**config.mk**
```make
export PLATFORM = sky130hd
export DESIGN_NAME = ground_hazard_classifier_core_flat
export DESIGN_NICKNAME = d
export VERILOG_FILES = /design/src/hdl/ghc_pkg.sv /design/src/hdl/ghc_in_if.sv /design/src/hdl/ghc_out_if.sv /design/src/hdl/ghc_front.sv /design/src/hdl/ghc_classify.sv /design/src/hdl/ground_hazard_classifier_core.sv /design/src/flat_wrapper.sv
export SDC_FILE = /design/constraint.sdc
export NUM_CORES = 2
export LEC_CHECK = 0
export ABC_CLOCK_PERIOD_IN_PS = 9250
export BUFFER_PORTS_ARGS = -buffer_cell sky130_fd_sc_hd__buf_4
export CELL_PAD_IN_SITES_DETAIL_PLACEMENT = 2
export CELL_PAD_IN_SITES_GLOBAL_PLACEMENT = 2
export CORE_ASPECT_RATIO = 1.75
export CORE_UTILIZATION = 43
export CTS_CLUSTER_DIAMETER = 150
export DETAILED_ROUTE_END_ITERATION = 12
export HOLD_SLACK_MARGIN = 0.08
export PLACE_DENSITY = 0.9
export SLEW_MARGIN = 20
export SYNTH_ARGS = -nofsm -noshare
export SYNTH_HDL_FRONTEND = slang
export SYNTH_SLANG_ARGS = --single-unit
```
**constraint.sdc**
```tcl
create_clock -name clk -period 9.25 [get_ports clk]
set_input_delay 1.3875 -clock clk [delete_from_list [all_inputs] [get_ports clk]]
set_output_delay 1.3875 -clock clk [all_outputs]
set_load 0.005 [all_outputs]
```
**src/hdl/ghc_pkg.sv**
```systemverilog
// Ground hazard classifier package: field widths, codes, configuration and
// stage types shared by the interfaces and all modules. No dependencies.
package ghc_pkg;

    localparam int RANGE_W = 16;
    localparam int DEV_W   = 27;
    localparam int CFG_W   = 26;
    localparam int IDX_W   = 3;

    localparam logic [1:0] LEVEL_SAFE    = 2'd0;
    localparam logic [1:0] LEVEL_CAUTION = 2'd1;
    localparam logic [1:0] LEVEL_DANGER  = 2'd2;

    localparam logic [1:0] KIND_NONE = 2'd0;
    localparam logic [1:0] KIND_HOLE = 2'd1;
    localparam logic [1:0] KIND_STEP = 2'd2;

    localparam logic [IDX_W-1:0] CFG_BASELINE    = 3'd0;
    localparam logic [IDX_W-1:0] CFG_SLOPE       = 3'd1;
    localparam logic [IDX_W-1:0] CFG_ADVANCE     = 3'd2;
    localparam logic [IDX_W-1:0] CFG_FOOTPRINT   = 3'd3;
    localparam logic [IDX_W-1:0] CFG_SAFE_GAP    = 3'd4;
    localparam logic [IDX_W-1:0] CFG_STEP_ENTER  = 3'd5;
    localparam logic [IDX_W-1:0] CFG_HOLE_ENTER  = 3'd6;
    localparam logic [IDX_W-1:0] CFG_STEP_DANGER = 3'd7;

    localparam logic [16:0] SLOPE_ONE          = 17'd65536;
    localparam logic [19:0] SAFE_GAP_RST       = 20'd42000;
    localparam logic [19:0] STEP_ENTER_RST     = 20'd20000;
    localparam logic [19:0] HOLE_ENTER_RST     = 20'd40000;
    localparam logic [19:0] STEP_DANGER_RST    = 20'd40000;
    localparam logic signed [27:0] EXIT_UM     = 28'sd10000;
    localparam logic [23:0] WIDTH_MAX          = 24'hFFFFFF;

    typedef struct packed {
        logic [25:0] baseline_um;
        logic [16:0] slope_q16;
        logic [15:0] advance_um;
        logic [19:0] footprint_um;
        logic [19:0] safe_gap_um;
        logic [19:0] step_enter_um;
        logic [19:0] hole_enter_um;
        logic [19:0] step_danger_um;
    } ghc_cfg_t;

    typedef struct packed {
        logic                    echo;
        logic signed [DEV_W-1:0] dev;
    } ghc_dev_t;

endpackage

```
**src/hdl/ghc_in_if.sv**
```systemverilog
// Sample channel: valid/ready handshake carrying one range sample.
// Depends on ghc_pkg.
interface ghc_in_if import ghc_pkg::*; ();
    logic               valid;
    logic               ready;
    logic [RANGE_W-1:0] range_mm;

    modport source (output valid, output range_mm, input ready);
    modport sink (input valid, input range_mm, output ready);
endinterface

```
**src/hdl/ghc_out_if.sv**
```systemverilog
// Result channel: valid/ready handshake carrying one hazard grade.
// Depends on ghc_pkg.
interface ghc_out_if import ghc_pkg::*; ();
    logic                    valid;
    logic                    ready;
    logic [1:0]              risk_level;
    logic [1:0]              hazard_kind;
    logic signed [DEV_W-1:0] deviation_um;

    modport source (output valid, output risk_level, output hazard_kind,
                    output deviation_um, input ready);
    modport sink (input valid, input risk_level, input hazard_kind,
                  input deviation_um, output ready);
endinterface

```
**src/hdl/ghc_front.sv**
```systemverilog
// Front end: sample history, 3-tap median, baseline subtract and slope scaling
// in a three-stage pipeline. Depends on ghc_pkg and ghc_in_if.
module ghc_front import ghc_pkg::*;
(
    input  logic       clk,
    input  logic       rst_n,
    input  ghc_cfg_t   cfg,
    ghc_in_if.sink     sample,
    output logic       item_valid,
    input  logic       item_ready,
    output ghc_dev_t   item
);

    logic [RANGE_W-1:0] hist0_reg, hist1_reg;
    logic [1:0]         fill_reg;

    logic               s1_valid_reg, s1_echo_reg;
    logic [RANGE_W-1:0] s1_v_reg;
    logic               s2_valid_reg, s2_echo_reg;
    logic signed [26:0] s2_diff_reg;
    logic               s3_valid_reg;
    ghc_dev_t           s3_reg;

    logic               s1_ready, s2_ready, s3_ready;
    logic               accept;
    logic               echo;
    logic [RANGE_W-1:0] lo_ab, hi_ab, med, v_next;
    logic [25:0]        range_um;
    logic signed [26:0] diff;
    logic [16:0]        slope_eff;
    logic signed [44:0] prod, rounded;

    assign s3_ready     = !s3_valid_reg || item_ready;
    assign s2_ready     = !s2_valid_reg || s3_ready;
    assign s1_ready     = !s1_valid_reg || s2_ready;
    assign sample.ready = s1_ready;
    assign accept       = sample.valid && s1_ready;
    assign echo         = (sample.range_mm != '0);

    assign lo_ab  = (sample.range_mm < hist0_reg) ? sample.range_mm : hist0_reg;
    assign hi_ab  = (sample.range_mm < hist0_reg) ? hist0_reg : sample.range_mm;
    assign med    = (hi_ab < hist1_reg) ? hi_ab : ((lo_ab > hist1_reg) ? lo_ab : hist1_reg);
    assign v_next = (fill_reg >= 2'd2) ? med : sample.range_mm;

    assign range_um = {10'd0, s1_v_reg} * 26'd1000;
    assign diff     = $signed({1'b0, range_um}) - $signed({1'b0, cfg.baseline_um});

    assign slope_eff = (cfg.slope_q16 > SLOPE_ONE) ? SLOPE_ONE : cfg.slope_q16;
    assign prod      = s2_diff_reg * $signed({1'b0, slope_eff});
    assign rounded   = prod + 45'sd32768;

    always_ff @(posedge clk or negedge rst_n)
    begin
        if (!rst_n)
        begin
            hist0_reg    <= '0;
            hist1_reg    <= '0;
            fill_reg     <= '0;
            s1_valid_reg <= 1'b0;
            s2_valid_reg <= 1'b0;
            s3_valid_reg <= 1'b0;
        end
        else
        begin
            if (accept)
            begin
                if (echo)
                begin
                    hist0_reg <= sample.range_mm;
                    hist1_reg <= hist0_reg;
                    if (fill_reg != 2'd3)
                    begin
                        fill_reg <= fill_reg + 2'd1;
                    end
                end
                else
                begin
                    fill_reg <= '0;
                end
            end
            if (s1_ready)
            begin
                s1_valid_reg <= sample.valid;
            end
            if (s2_ready)
            begin
                s2_valid_reg <= s1_valid_reg;
            end
            if (s3_ready)
            begin
                s3_valid_reg <= s2_valid_reg;
            end
        end
    end

    always_ff @(posedge clk)
    begin
        if (accept)
        begin
            s1_v_reg    <= v_next;
            s1_echo_reg <= echo;
        end
        if (s2_ready && s1_valid_reg)
        begin
            s2_diff_reg <= diff;
            s2_echo_reg <= s1_echo_reg;
        end
        if (s3_ready && s2_valid_reg)
        begin
            s3_reg.dev  <= rounded[42:16];
            s3_reg.echo <= s2_echo_reg;
        end
    end

    assign item_valid = s3_valid_reg;
    assign item       = s3_reg;

    a_no_echo_restart: assert property (@(posedge clk) disable iff (!rst_n)
        accept && !echo |=> fill_reg == 2'd0)
        else $error("median fill not restarted after no-echo sample");

    a_s3_hold: assert property (@(posedge clk) disable iff (!rst_n)
        s3_valid_reg && !item_ready |=> s3_valid_reg && $stable(s3_reg))
        else $error("stage 3 item lost while stalled");

    a_s2_hold: assert property (@(posedge clk) disable iff (!rst_n)
        s2_valid_reg && !s3_ready |=> s2_valid_reg && $stable(s2_diff_reg))
        else $error("stage 2 item lost while stalled");

endmodule

```
**src/hdl/ghc_classify.sv**
```systemverilog
// Hazard state machine (idle/hole/step) and result register.
// Depends on ghc_pkg and ghc_out_if.
module ghc_classify import ghc_pkg::*;
(
    input  logic       clk,
    input  logic       rst_n,
    input  ghc_cfg_t   cfg,
    input  logic       item_valid,
    output logic       item_ready,
    input  ghc_dev_t   item,
    ghc_out_if.source  result
);

    typedef enum logic [2:0] {
        MODE_IDLE = 3'b001,
        MODE_HOLE = 3'b010,
        MODE_STEP = 3'b100
    } mode_t;

    mode_t       mode_reg, mode_next;
    logic [23:0] width_reg, width_next;
    logic [26:0] peak_reg, peak_next;
    logic        out_valid_reg;
    logic [1:0]  risk_reg, risk_next;
    logic [1:0]  kind_reg, kind_next;
    logic signed [DEV_W-1:0] dev_reg;

    logic               take;
    logic signed [27:0] dev_x, rise, peak_x, peak_max;
    logic [24:0]        w_sum;
    logic [23:0]        w;
    logic               w_danger, w_caution;

    assign item_ready = !out_valid_reg || result.ready;
    assign take       = item_valid && item_ready;

    assign dev_x     = {item.dev[DEV_W-1], item.dev};
    assign rise      = -dev_x;
    assign peak_x    = $signed({1'b0, peak_reg});
    assign peak_max  = (rise > peak_x) ? rise : peak_x;
    assign w_sum     = {1'b0, width_reg} + {9'd0, cfg.advance_um};
    assign w         = w_sum[24] ? WIDTH_MAX : w_sum[23:0];
    assign w_danger  = (w >= {4'd0, cfg.safe_gap_um});
    assign w_caution = ({w, 1'b0} >= {5'd0, cfg.safe_gap_um});

    always_comb
    begin
        mode_next  = mode_reg;
        width_next = width_reg;
        peak_next  = peak_reg;
        risk_next  = LEVEL_SAFE;
        kind_next  = KIND_NONE;
        if (item.echo)
        begin
            case (mode_reg)
                MODE_HOLE:
                begin
                    width_next = w;
                    if (dev_x < EXIT_UM)
                    begin
                        if (w_danger)
                        begin
                            risk_next = LEVEL_DANGER;
                            kind_next = KIND_HOLE;
                        end
                        else if (w_caution)
                        begin
                            risk_next = LEVEL_CAUTION;
                            kind_next = KIND_HOLE;
                        end
                        mode_next  = MODE_IDLE;
                        width_next = '0;
                    end
                    else if (w_danger)
                    begin
                        risk_next  = LEVEL_DANGER;
                        kind_next  = KIND_HOLE;
                        mode_next  = MODE_IDLE;
                        width_next = '0;
                    end
                    else if (w_caution)
                    begin
                        risk_next = LEVEL_CAUTION;
                        kind_next = KIND_HOLE;
                    end
                end
                MODE_STEP:
                begin
                    peak_next = peak_max[26:0];
                    if (peak_max >= $signed({8'd0, cfg.step_danger_um}))
                    begin
                        risk_next = LEVEL_DANGER;
                        kind_next = KIND_STEP;
                        mode_next = MODE_IDLE;
                        peak_next = '0;
                    end
                    else if (rise < EXIT_UM)
                    begin
                        mode_next = MODE_IDLE;
                        peak_next = '0;
                    end
                end
                default:
                begin
                    mode_next = MODE_IDLE;
                    if (dev_x > $signed({8'd0, cfg.hole_enter_um}))
                    begin
                        mode_next  = MODE_HOLE;
                        width_next = {4'd0, cfg.footprint_um};
                    end
                    else if (rise > $signed({8'd0, cfg.step_enter_um}))
                    begin
                        mode_next = MODE_STEP;
                        peak_next = rise[26:0];
                    end
                end
            endcase
        end
    end

    always_ff @(posedge clk or negedge rst_n)
    begin
        if (!rst_n)
        begin
            mode_reg      <= MODE_IDLE;
            width_reg     <= '0;
            peak_reg      <= '0;
            out_valid_reg <= 1'b0;
        end
        else
        begin
            if (take)
            begin
                mode_reg  <= mode_next;
                width_reg <= width_next;
                peak_reg  <= peak_next;
            end
            if (item_ready)
            begin
                out_valid_reg <= item_valid;
            end
        end
    end

    always_ff @(posedge clk)
    begin
        if (take)
        begin
            risk_reg <= risk_next;
            kind_reg <= kind_next;
            dev_reg  <= item.echo ? item.dev : '0;
        end
    end

    assign result.valid        = out_valid_reg;
    assign result.risk_level   = risk_reg;
    assign result.hazard_kind  = kind_reg;
    assign result.deviation_um = dev_reg;

    a_idle_clear: assert property (@(posedge clk) disable iff (!rst_n)
        mode_reg == MODE_IDLE |-> width_reg == '0 && peak_reg == '0)
        else $error("hole width or step peak left over in idle");

    a_risk_kind: assert property (@(posedge clk) disable iff (!rst_n)
        out_valid_reg |-> (risk_reg == LEVEL_SAFE) == (kind_reg == KIND_NONE))
        else $error("risk and hazard kind disagree");

    a_no_echo: assert property (@(posedge clk) disable iff (!rst_n)
        take && !item.echo |=> out_valid_reg && risk_reg == LEVEL_SAFE
            && kind_reg == KIND_NONE && dev_reg == '0 && $stable(mode_reg))
        else $error("no-echo sample changed state or result");

endmodule

```
**src/hdl/ground_hazard_classifier_core.sv**
```systemverilog
// Ground hazard classifier top level: configuration registers, front-end
// pipeline and hazard state machine. Depends on ghc_pkg, ghc_in_if, ghc_out_if,
// ghc_front and ghc_classify.
//
// One range sample is accepted per clock unless back-pressure stalls the
// pipeline, and one result transfer leaves per sample when the result side
// is ready. The front end (median, baseline subtract, slope multiply) is three
// register stages; the hole/step state machine updates in the fourth stage,
// which closes its feedback loop and so sets the one-sample-per-cycle rate.
// Back-pressure stalls each stage only when the stage after it is full.
// Configuration writes take effect on the next clock and belong in idle time.
module ground_hazard_classifier_core import ghc_pkg::*;
(
    input  logic             clk,
    input  logic             rst_n,
    input  logic             cfg_we,
    input  logic [IDX_W-1:0] cfg_index,
    input  logic [CFG_W-1:0] cfg_data,
    ghc_in_if.sink           sample,
    ghc_out_if.source        result
);

    ghc_cfg_t cfg_reg;
    ghc_dev_t item;
    logic     item_valid;
    logic     item_ready;

    always_ff @(posedge clk or negedge rst_n)
    begin
        if (!rst_n)
        begin
            cfg_reg.baseline_um    <= '0;
            cfg_reg.slope_q16      <= SLOPE_ONE;
            cfg_reg.advance_um     <= '0;
            cfg_reg.footprint_um   <= '0;
            cfg_reg.safe_gap_um    <= SAFE_GAP_RST;
            cfg_reg.step_enter_um  <= STEP_ENTER_RST;
            cfg_reg.hole_enter_um  <= HOLE_ENTER_RST;
            cfg_reg.step_danger_um <= STEP_DANGER_RST;
        end
        else if (cfg_we)
        begin
            case (cfg_index)
                CFG_BASELINE:    cfg_reg.baseline_um    <= cfg_data;
                CFG_SLOPE:       cfg_reg.slope_q16      <= cfg_data[16:0];
                CFG_ADVANCE:     cfg_reg.advance_um     <= cfg_data[15:0];
                CFG_FOOTPRINT:   cfg_reg.footprint_um   <= cfg_data[19:0];
                CFG_SAFE_GAP:    cfg_reg.safe_gap_um    <= cfg_data[19:0];
                CFG_STEP_ENTER:  cfg_reg.step_enter_um  <= cfg_data[19:0];
                CFG_HOLE_ENTER:  cfg_reg.hole_enter_um  <= cfg_data[19:0];
                CFG_STEP_DANGER: cfg_reg.step_danger_um <= cfg_data[19:0];
                default:         cfg_reg.baseline_um    <= cfg_reg.baseline_um;
            endcase
        end
    end

    ghc_front u_front (
        .clk        (clk),
        .rst_n      (rst_n),
        .cfg        (cfg_reg),
        .sample     (sample),
        .item_valid (item_valid),
        .item_ready (item_ready),
        .item       (item)
    );

    ghc_classify u_classify (
        .clk        (clk),
        .rst_n      (rst_n),
        .cfg        (cfg_reg),
        .item_valid (item_valid),
        .item_ready (item_ready),
        .item       (item),
        .result     (result)
    );

endmodule

```
**src/flat_wrapper.sv**
```systemverilog
// flat-port wrapper written by rule: the top's interface ports become plain ports
module ground_hazard_classifier_core_flat import ghc_pkg::*;
  (clk, rst_n, cfg_we, cfg_index, cfg_data, sample_valid, sample_range_mm, sample_ready, result_valid, result_risk_level, result_hazard_kind, result_deviation_um, result_ready);
  ghc_in_if sample_i ();
  ghc_out_if result_i ();
  input  logic clk;
  input  logic rst_n;
  input  logic cfg_we;
  input  logic [IDX_W-1:0] cfg_index;
  input  logic [CFG_W-1:0] cfg_data;
  input wire logic [$bits(sample_i.valid)-1:0] sample_valid;
  input wire logic [$bits(sample_i.range_mm)-1:0] sample_range_mm;
  output wire logic [$bits(sample_i.ready)-1:0] sample_ready;
  output wire logic [$bits(result_i.valid)-1:0] result_valid;
  output wire logic [$bits(result_i.risk_level)-1:0] result_risk_level;
  output wire logic [$bits(result_i.hazard_kind)-1:0] result_hazard_kind;
  output wire logic [$bits(result_i.deviation_um)-1:0] result_deviation_um;
  input wire logic [$bits(result_i.ready)-1:0] result_ready;
  assign sample_i.valid = sample_valid;
  assign sample_i.range_mm = sample_range_mm;
  assign sample_ready = sample_i.ready;
  assign result_valid = result_i.valid;
  assign result_risk_level = result_i.risk_level;
  assign result_hazard_kind = result_i.hazard_kind;
  assign result_deviation_um = result_i.deviation_um;
  assign result_i.ready = result_ready;
  ground_hazard_classifier_core u_core (.clk(clk), .rst_n(rst_n), .cfg_we(cfg_we), .cfg_index(cfg_index), .cfg_data(cfg_data), .sample(sample_i), .result(result_i));
endmodule
```
# Word level (Yosys, flattened, before mapping)
# Index checks and enable logic that the tools add are counted.
# Widths: inputs -> output; s select.
[totals] regBits=355 latchBits=0 ramBits=0 romBits=0 n_memories=0
[op_classes] addsub=5 mul=2 div_mod_pow=0 n_lt_le_gt_ge=13 n_eq_ne=14 shift=0 n_mux=32 bitwise=2 reduce_logical=29
[op_table] op="$mux 27" count=4
[op_table] op="$mux 24" count=4
[op_table] op="$mux 16" count=5
[op_table] op="$pmux 27 s2" count=1
[op_table] op="$pmux 24 s2" count=1
[op_table] op="$add 43x17->43 const B" count=1
[op_table] op="$mul 27x18->43" count=1
[op_table] op="$lt 16x16->1" count=2
[op_table] op="$ge 28x21->1" count=1
[op_table] op="$gt 28x21->1" count=1
[op_table] op="$gt 28x28->1" count=1
[op_table] op="$lt 28x15->1 const B" count=1
[op_table] op="$mux 28" count=1
[op_table] op="$neg 27->28" count=1
[op_table] op="$gt 27x21->1" count=1
[op_table] op="$lt 27x15->1 const B" count=1
[op_table] op="$sub 26x26->27" count=1
[op_table] op="$add 24x16->25" count=1
[op_table] op="$ge 25x20->1" count=1
[op_table] op="$ge 24x20->1" count=1
[op_table] op="$mul 16x7->23 const B" count=1
[op_table] op="$reduce_and 2->1" count=10
[op_table] op="$mux 3" count=6
[op_table] op="$gt 17x17->1 const B" count=1
[op_table] op="other kinds (23)" count=48

# Logic depth before layout (Yosys ltp)
[depth] ltp_word=7 depth_mapped=31

# By module
# Synthesis repeated with hierarchy kept, for this count alone.
[unflattened] hier_cells=3986 hier_area_um2=39892.0
[modules_own_cells] module="ghc_front" instances=1 cells_per_inst=2630 area_each_um2=25274.2 seq_area_each_um2=3118.0
[modules_own_cells] module="ghc_classify" instances=1 cells_per_inst=1014 area_each_um2=8612.0 seq_area_each_um2=2308.5
[modules_own_cells] module="ground_hazard_classifier_core" instances=1 cells_per_inst=342 area_each_um2=6005.8 seq_area_each_um2=4003.8

# Least setup slack after synthesis
# Ideal clock, no wire load.
[synth_path] path_kind="flip-flop to flip-flop" startpoint="register u_core.cfg_reg[119] (netlist bit)" endpoint="register u_core.u_front.s3_reg (netlist bit u_core.u_front.item[25]), data pin" setup_time_ps=258 arrival_time_ps=6623 required_ps=8992 setup_slack_ps=2369 stages_incl_launch_ff=25 cell_sequence="dfrtp_1 > nor4_1 > a41oi_1 > nor2b_1 > clkbuf_1 > and2_1 > fa_1 > fa_1 > fa_1 > fa_1 > fa_1 > inv_1 > fa_1 > inv_1 > ha_1 > a21o_1 > a21o_1 > a21oi_1 > o22ai_1 > a211oi_1 > nand3_1 > nand2_1 > o311ai_0 > a21oi_1 > xnor2_1"
[synth_between] elab_chain_cells=4
[synth_lines] item="start: declaration" line="ground_hazard_classifier_core.sv:23" rtl="ghc_cfg_t cfg_reg;"
[synth_lines] item="$gt 17x17->1" line="ghc_front.sv:48" rtl="assign slope_eff = (cfg.slope_q16 > SLOPE_ONE) ? SLOPE_ONE : cfg.slope_q16;"
[synth_lines] item="$mux 17 (*)" line="ghc_front.sv:48"
[synth_lines] item="$mul 27x18->43 (*)" line="ghc_front.sv:49" rtl="assign prod = s2_diff_reg * $signed({1'b0, slope_eff});"
[synth_lines] item="$add 43x17->43 (*)" line="ghc_front.sv:50" rtl="assign rounded = prod + 45'sd32768;"
[synth_lines] item="net u_core.u_front.rounded[41]" line="ghc_front.sv:31" rtl="logic signed [44:0] prod, rounded;"
[synth_lines] item="end: declaration" line="ghc_front.sv:22" rtl="ghc_dev_t s3_reg;"
# Mark *: on every way through the listed nets, which the timed path passes. The rest lies on a longest branch.
# A chain may end at the register's enable or synchronous reset.

# Worst setup path after layout
[layout_path] startpoint="register u_core.cfg_reg[132] (netlist bit)" endpoint="register u_core.u_front.s3_reg (netlist bit u_core.u_front.item[25]), data pin"
# The elaborated chain is that of the path after synthesis.

==> results.sh <==
export IMPL_vias=33400
export IMPL_track_usage_pct=40.5
export IMPL_overflow=0
export IMPL_fmax_mhz=111
export IMPL_largest_reg_flops=159
export IMPL_grt_max_degree=70
export IMPL_grt_pass1_vias=40300
export IMPL_io_buffers=82
export IMPL_clkSinkCount=355
export IMPL_clkTransAtPathRegs_ns=0.08
export IMPL_drc=0
export IMPL_clock_latency_ns=0.62
export IMPL_syn_nets=4978
export IMPL_drive_gt1_share_pct=9.54
export IMPL_status="complete, no violations"
export IMPL_die_w_um=231
export IMPL_start_util_pct=43.6
export IMPL_crit_arrival_ns=9.39
export IMPL_ys_seq_area_share_pct=23.8
export IMPL_cpMaxStageDelayCell="dfstp_2"
export IMPL_crit_path_end_kind="register"
export IMPL_cp_start_kind="register"
export IMPL_tritoncts="yes"
export IMPL_yosysTopAreaCellShare_pct=24.7
export IMPL_wirelength_mm=185
export IMPL_period_minus_slack_ns=9.03
export IMPL_worst_pin_slew_ns=1.20
export IMPL_setup_viol=0
export IMPL_syn_area_per_cell_um2=9.79
export IMPL_yosys_area_top_type="fa_1"
export IMPL_grt_pass1_wl_mm=272
export IMPL_synthesis_area_um2=39600
export IMPL_synth_edf_count=104
export IMPL_via_per_inst=6.31
export IMPL_worst_path_max_fanout=27
export IMPL_nets=5001
export IMPL_syn_instance_count=4046
export IMPL_drtPass1Iterations=5
export IMPL_cp_required_ns=9.61
export IMPL_most_common_layout_cells="744 x inv_1, 488 x fa_1, 394 x ha_1"
export IMPL_antenna_found_initial=11
export IMPL_final_hold_violation_count=0
export IMPL_ant_nets=0
export IMPL_gp_congestion=0.884
export IMPL_die_y_um=404
export IMPL_io_pin_count=83
export IMPL_cp_common_cell="fa_1"
export IMPL_area_delta_synth_final_pct=8.28
export IMPL_rsz0062_at_grt="false"
export IMPL_yosysWarningCount=0
export IMPL_root_buffer="clkbuf_16"
export IMPL_setup_worst_path_class="reg2reg"
export IMPL_min_path_type="reg2reg"
export IMPL_period_share_pct=97.6
export IMPL_final_common_cell="inv_1"
export IMPL_maxCapViolCount=0
export IMPL_ys_ff_latch=355
export IMPL_dp_hpwl_mm=127
export IMPL_cts_max_level=2
export IMPL_rows=146
export IMPL_synth_area_top_cells="fa_1 25%, dfrtp_1 15%, ha_1 12%, edfxtp_1 7.9%, inv_1 7.0%"
export IMPL_dieArea_um2=93400
export IMPL_slew_headroom_pct=19.9
export IMPL_slew_violations=0
export IMPL_cts_buffer_depth=3
export IMPL_wl_per_cell_um=35.0
export IMPL_fin_skew_ns=0.0411
export IMPL_synth_async_reset_ratio_pct=70.7
export IMPL_synth_flop_cell="dfrtp_1"
export IMPL_yosys_cell_types_count=74
export IMPL_tns_ns=0
export IMPL_max_stage_delay_ns=0.82
export IMPL_cts_buffers=37
export IMPL_drtIter0Drc=2322
export IMPL_core_area_um2=90800
==> Yosys cell counts, types with 10 or more instances <==
master and number:
inv_1 744, fa_1 488, ha_1 394, and2_1 386, nand2_1 328, dfrtp_1 230, o21ai_0 172, mux2_2 145
clkbuf_1 134, nor2_1 110, edfxtp_1 104, a21oi_1 89, a21o_1 83, xnor2_1 78, nand4_1 45, nand3_1 42
nor2b_1 41, nor3_1 36, xor2_1 32, a31oi_1 25, o21a_1 24, a22o_1 22, a22oi_1 21, dfstp_2 21
nand2b_1 20, nor4_1 19, a311o_1 16, or3_1 15, a211oi_1 12, o21bai_1 12, mux2i_1 10
==> layer usage <==
layer  track usage [%]  part of all wire [%]  up-vias
met5                 0                 0.045        -
met4              40.1                    12       12
met3              8.20                   5.8     1091
met2              71.2                    51     1823
met1              38.3                    31    17300
li1                  -                     -    13100
==> timing repair <==
| item | 4_1_cts | 5_1_grt |
|---|---|---|
| gates resized for setup | 0 | 1 |
| setup buffers | 0 | 0 |
| hold buffers | 0 | 0 |
| hold endpoints to repair | 0 | 0 |
| endpoints found under the setup margin | 0 | 4 |
==> cell type report <==
class | instances | area [um^2]
fillers | 9386 | 47900
flip-flops and latches | 355 | 9430
well taps | 1184 | 1480
clock buffers | 54 | 1100
clock inverters | 14 | 160
repair buffers | 129 | 987
diodes | 4 | 10.0
multi-input cells | 2802 | 26900
inverters | 744 | 2790
==> final timing paths <==
check	end	slack, ns	from	cells past startpoint
max in group asynchronous	u_core.cfg_reg[101]	6.89	rst_n	2
setup / recovery	u_core.u_front.item[25]	0.22	u_core.cfg_reg[132]	26
hold / removal	u_core.u_front.s2_echo_reg	0.44	u_core.u_front.s1_echo_reg	0
min in group asynchronous	u_core.cfg_reg[78]	0.74	rst_n	1
setup reg to reg	u_core.u_front.item[25]	0.22	u_core.cfg_reg[132]	26
hold reg to reg	u_core.u_front.s2_echo_reg	0.44	u_core.u_front.s1_echo_reg	0
==> critical path: cells and delay by family, from the launching register on <==
| kind | cells | cell delay, ns |
|---|---|---|
| xor+xnor | 1 | 0.17 |
| buf+inv | 6 | 0.76 |
| simple gates | 5 | 0.86 |
| compound gates | 7 | 2.56 |
| flops | 1 | 0.82 |
| fa+ha+maj | 7 | 3.60 |
==> kinds of logic after synthesis <==
logic type / share of synthesized area [%]
flip-flops: 23.8
adder cells (fa/ha/maj): 37.1
buffers and inverters: 8.49
AO/OA/AOI/OAI: 9.30
AND/OR/NAND/NOR: 14.5
multiplexers: 4.43
XOR/XNOR: 2.43
==> per-stage QoR <==
stage | worst slack, ns | utilization (%) | hold WS (ns) | cells | instance area (um^2)
2_1_floorplan | 2.37 | - | 0.400 | 4046 | 39600
3_3_place_gp | 1.08 | 45.8 | 0.447 | 5212 | 41600
4_1_cts | 0.233 | 47.2 | 0.456 | 5280 | 42800
3_5_place_dp | 0.411 | 45.8 | 0.445 | 5212 | 41600
6_report | 0.220 | 47.3 | 0.438 | 5286 | 42900
5_1_grt | 0.0690 | 47.2 | 0.458 | 5283 | 42900
Power is left out: the tool's default activity adds up to more than one toggle a clock period on the data nets, which glitch-free logic cannot reach.
